===== src/rtl/core/mfb_pkg.sv =====
// ----------------------------------------------------------------------------
// mfb_pkg
// Shared widths, codes and control structs for the monochrome line store.
// ----------------------------------------------------------------------------
package mfb_pkg;

  localparam int COLUMNS_DEF = 400;
  localparam int ROWS_DEF    = 240;
  localparam int SPAN_DEF    = 24;

  localparam int OP_W    = 3;
  localparam int X_W     = 9;
  localparam int Y_W     = 8;
  localparam int VALUE_W = 24;
  localparam int ROP_W   = 2;
  localparam int KIND_W  = 2;
  localparam int WIDX_W  = 3;
  localparam int DATA_W  = 64;

  localparam logic [OP_W-1:0] OP_BLIT  = 3'd0;
  localparam logic [OP_W-1:0] OP_FILL  = 3'd1;
  localparam logic [OP_W-1:0] OP_CLEAR = 3'd2;
  localparam logic [OP_W-1:0] OP_MARK  = 3'd3;
  localparam logic [OP_W-1:0] OP_SEND  = 3'd4;

  localparam logic [ROP_W-1:0] ROP_OR     = 2'd0;
  localparam logic [ROP_W-1:0] ROP_XOR    = 2'd1;
  localparam logic [ROP_W-1:0] ROP_ANDNOT = 2'd2;
  localparam logic [ROP_W-1:0] ROP_BAD    = 2'd3;

  localparam logic [KIND_W-1:0] KIND_DONE    = 2'd0;
  localparam logic [KIND_W-1:0] KIND_IGNORED = 2'd1;
  localparam logic [KIND_W-1:0] KIND_ROW     = 2'd2;
  localparam logic [KIND_W-1:0] KIND_NONE    = 2'd3;

  typedef struct packed {
    logic           set_all;
    logic           mark;
    logic           clear;
    logic           scan;
    logic [Y_W-1:0] row;
  } dirty_cmd_t;

  typedef struct packed {
    logic           done;
    logic           found;
    logic [Y_W-1:0] row;
  } dirty_stat_t;

endpackage


===== src/rtl/core/mfb_dirty.sv =====
// ----------------------------------------------------------------------------
// mfb_dirty
// Per-row dirty flags with a group-at-a-time search for the lowest dirty row.
// ----------------------------------------------------------------------------
module mfb_dirty #(
  parameter int SCREEN_ROWS = 240
) (
  input  logic                 clk,
  input  logic                 rst,
  input  mfb_pkg::dirty_cmd_t  cmd,
  output mfb_pkg::dirty_stat_t stat
);
  import mfb_pkg::*;

  localparam int GRP     = 16;
  localparam int NGROUPS = (SCREEN_ROWS + GRP - 1) / GRP;
  localparam int GW      = (NGROUPS > 1) ? $clog2(NGROUPS) : 1;
  localparam int DIRTY_W = NGROUPS * GRP;
  localparam int IDX_W   = $clog2(DIRTY_W);
  localparam logic [DIRTY_W-1:0] ROW_MASK = {DIRTY_W{1'b1}} >> (DIRTY_W - SCREEN_ROWS);

  logic [DIRTY_W-1:0] flags;
  logic               scanning;
  logic [GW-1:0]      grp_idx;
  logic [GRP-1:0]     grp_bits;
  logic [3:0]         low_bit;
  logic               stat_done;
  logic               stat_found;
  logic [Y_W-1:0]     stat_row;

  assign grp_bits = GRP'(flags >> {grp_idx, 4'b0});

  always_comb begin
    low_bit = '0;
    for (int i = GRP - 1; i >= 0; i--) begin
      if (grp_bits[i]) begin
        low_bit = 4'(i);
      end
    end
  end

  always_ff @(posedge clk) begin
    if (rst) begin
      flags      <= ROW_MASK;
      scanning   <= 1'b0;
      grp_idx    <= '0;
      stat_done  <= 1'b0;
      stat_found <= 1'b0;
    end else begin
      stat_done <= 1'b0;
      if (cmd.set_all) begin
        flags <= flags | ROW_MASK;
      end
      if (cmd.mark) begin
        flags[cmd.row[IDX_W-1:0]] <= 1'b1;
      end
      if (cmd.clear) begin
        flags[cmd.row[IDX_W-1:0]] <= 1'b0;
      end
      if (cmd.scan) begin
        scanning <= 1'b1;
        grp_idx  <= '0;
      end else if (scanning) begin
        if (grp_bits != '0) begin
          scanning   <= 1'b0;
          stat_done  <= 1'b1;
          stat_found <= 1'b1;
          stat_row   <= Y_W'({grp_idx, low_bit});
        end else if (grp_idx == GW'(NGROUPS - 1)) begin
          scanning   <= 1'b0;
          stat_done  <= 1'b1;
          stat_found <= 1'b0;
        end else begin
          grp_idx <= grp_idx + 1'b1;
        end
      end
    end
  end

  assign stat.done  = stat_done;
  assign stat.found = stat_found;
  assign stat.row   = stat_row;

endmodule


===== config.mk =====
export PLATFORM = sky130hd
export DESIGN_NAME = mfb_dirty
export DESIGN_NICKNAME = d
export VERILOG_FILES = /design/src/rtl/core/mfb_pkg.sv /design/src/rtl/core/mfb_dirty.sv
export SDC_FILE = /design/constraint.sdc
export NUM_CORES = 1
export LEC_CHECK = 0
export BUFFER_PORTS_ARGS = -buffer_cell sky130_fd_sc_hd__buf_4
export CORE_ASPECT_RATIO = 1.5
export CORE_MARGIN = 5
export CORE_UTILIZATION = 54
export CTS_BUF_LIST = sky130_fd_sc_hd__clkbuf_16
export DETAILED_ROUTE_END_ITERATION = 7
export PLACE_DENSITY = 0.78
export SETUP_SLACK_MARGIN = 0.4
export SLEW_MARGIN = 20
export SYNTH_ARGS = -nofsm -noshare
export SYNTH_HDL_FRONTEND = slang
export SYNTH_SLANG_ARGS = --single-unit
export TNS_END_PERCENT = 100

===== constraint.sdc =====
create_clock -name clk -period 8.7 [get_ports clk]
set_input_delay 0.87 -clock clk [delete_from_list [all_inputs] [get_ports clk]]
set_output_delay 0.87 -clock clk [all_outputs]
set_load 0.005 [all_outputs]

==> flow_metrics.env <==
export IMPL_run_status="finished, final reports clean"
export IMPL_crit_fanout=37
export IMPL_clk_latency_ns=0.53
export IMPL_dieArea_um2=28000
export IMPL_crit_family="compound AO/OA/AOI/OAI gates"
export IMPL_place_ws_ns=4.68
export IMPL_instances_no_fill=1746
export IMPL_place_detailed_hpwl_mm=24.4
export IMPL_ys_flop_type="dfxtp_1"
export IMPL_path_cells="buf_4 -> clkinv_1 -> a221o_1 -> a22oi_1 -> nand4_1 -> a211oi_4 -> nand4_2 -> or3_1 -> a21boi_1"
export IMPL_postSynthRegisterBits=255
export IMPL_maxSlewHeadroom_pct=21.0
export IMPL_placed_cells=1702
export IMPL_grt_max_degree=135
export IMPL_cp_depth=9
export IMPL_avgSynthCellArea_um2=8.95
export IMPL_synth_seq_area_share_pct=38.9
export IMPL_gr_total_overflow=0
export IMPL_hp_class="register to register"
export IMPL_syn_nets=1507
export IMPL_synth_top_cell_by_area="dfxtp_1"
export IMPL_initial_utilization_pct=54.8
export IMPL_drtPass1Iterations=6
export IMPL_io_pins=24
export IMPL_critPathBufInv=2
export IMPL_syn_area_um2=13300
export IMPL_grt_pass1_vias=11177
export IMPL_core_area_um2=24300
export IMPL_fin_area_um2=14400
export IMPL_slowest_delay_ns=0.86
export IMPL_ant_nets=0
export IMPL_yosysUniqueCellTypes=60
export IMPL_cap_violations=0
export IMPL_hold_violations=0
export IMPL_setup_viol=0
export IMPL_core_rowCount=70
export IMPL_grt_pass1_wl_mm=61.6
export IMPL_holdBufCountCts=0
export IMPL_final_common_cell="a21oi_1"
export IMPL_layout_min_cycle_time_ns=4.05
export IMPL_fin_crit_sh_pct=46.5
export IMPL_clock_fmax_ghz=0.247
export IMPL_cts_path_max_buffers=3
export IMPL_total_power_mw=2.35
export IMPL_cts_sinks=255
export IMPL_synth_area_leaders="dfxtp_1, a211oi_1, or2_2"
export IMPL_numPortBuffers=23
export IMPL_peakVddDrop_v=0.000118
export IMPL_worstPathArrival_ns=4.51
export IMPL_post_route_util_pct=59.1
export IMPL_fin_ws_ns=4.65
export IMPL_antenna_found_initial=0
export IMPL_drt_iter0_markers=1184
export IMPL_via_count=11538
export IMPL_nets=1420
export IMPL_gp_congestion=0.970
export IMPL_cp_start_kind="register"
export IMPL_synthToLayoutAreaGrowth_pct=7.75
export IMPL_hold_depth=2
export IMPL_layout_drive_gt1_share_pct=29.6
export IMPL_fp_dieW_um=138
export IMPL_wl_per_cell_um=22.1
export IMPL_required_ns=9.16
export IMPL_cts_tree="built"
export IMPL_crit_slowest_cell="dfxtp_2"
export IMPL_postSynth_asyncResetShare_pct=0
export IMPL_synth_edf_count=8
export IMPL_worst_pin_slew_ns=1.18
export IMPL_ctsResizeCount=0
export IMPL_p_leak_nw=4.14
export IMPL_final_max_slew_viol_count=0
export IMPL_worst_hold_slack_ns=0.542
export IMPL_die_h_um=203
export IMPL_clock_skew_ns=0.0144
export IMPL_post_cts_buffers=0
export IMPL_place_area_um2=13600
export IMPL_layout_common_cells="a21oi_1, a211oi_1, dfxtp_1, or2_2, buf_4"
export IMPL_h_tree_depth=1
export IMPL_ys_warn_count=0
export IMPL_syn_inst=1491
export IMPL_n_antenna_cell=0
export IMPL_power_density_nw_per_um2=163
export IMPL_drcViolationCount=0
export IMPL_grt_setup_unrepaired="false"
export IMPL_wl_mm=38.6
export IMPL_cts_inserted_buffers=24
export IMPL_worstSetupPathType="register to register"
export IMPL_path_clk_slew_ns=0.06
export IMPL_r2r_cells=9
export IMPL_tns_ns=0
export IMPL_viasPerCell=6.61
export IMPL_netlist_area_leader_share_pct=37.1
export IMPL_grt_use_total_pct=26.7
export IMPL_endpoint_kind="register"
export IMPL_cts_root_buf="clkbuf_16"
final cells by class:
class	instances	area, µm²
clock buffers	26	651
repair buffers	55	417
multi-input cells	1062	7550
clock inverters	18	144
fillers	2162	9970
inverters	6	22.5
well taps	324	405
flip-flops and latches	255	5190
worst register-to-register path: cells and delay by family, from the launching register on:
family                 cells  cell delay [ns]
AOI/OAI and AO/OA          4             1.31
and+or+nand+nor            3             0.82
buffers and inverters      2             1.00
DFF                        1             0.86
state kept, by name (all words and copies together) (netlist names):
name        cells
stat_row        8
stat_found      1
scanning        1
grp_idx         4
stat_done       1
flags         240
cells in the mapped netlist (10+ instances only):
library cell,count
a211oi_1,245
a21oi_1,258
a221o_1,11
a22oi_1,16
buf_2,16
clkbuf_1,141
dfxtp_1,247
mux2i_1,44
mux4_2,33
nand2_1,27
nand3_1,10
nor2_1,64
nor3_1,14
or2_2,241
report_power, final:
part	switching, mW	internal, mW	leakage (nW)
registers	0.00202	1.17	2.08
clock network	0.470	0.600	0.401
logic	0.0827	0.0176	1.67
worst paths after layout:
check / start / to / slack (ns)
min reg2reg: scanning$_SDFF_PP0_ / scanning$_SDFF_PP0_ / 0.54
min: scanning$_SDFF_PP0_ / scanning$_SDFF_PP0_ / 0.54
max reg2reg: grp_idx[2]$_SDFFE_PN0P_ / grp_idx[3]$_SDFFE_PN0P_ / 4.65
max: grp_idx[2]$_SDFFE_PN0P_ / grp_idx[3]$_SDFFE_PN0P_ / 4.65
cells by family after synthesis:
family                     after synthesis  synth area share (%)
adders and majority gates                2                 0.187
muxes                                   95                  10.8
xor gates and xnor gates                 1                0.0656
buffers and inverters                  174                  5.52
and+or+nand+nor                        393                  16.7
AOI/OAI and AO/OA                      571                  27.8
DFF                                    255                  38.9
routing by layer:
metal	wire length (µm)	up-vias	GRT usage, %	part of all wire (%)
met5	0	-	0	0
met4	2530	0	16.5	6.6
met3	2450	159	3.25	6.3
met2	19100	500	45.9	49
met1	14600	5528	31.8	38
li1	-	5351	-	-
Power figures use the tool's default switching activity.
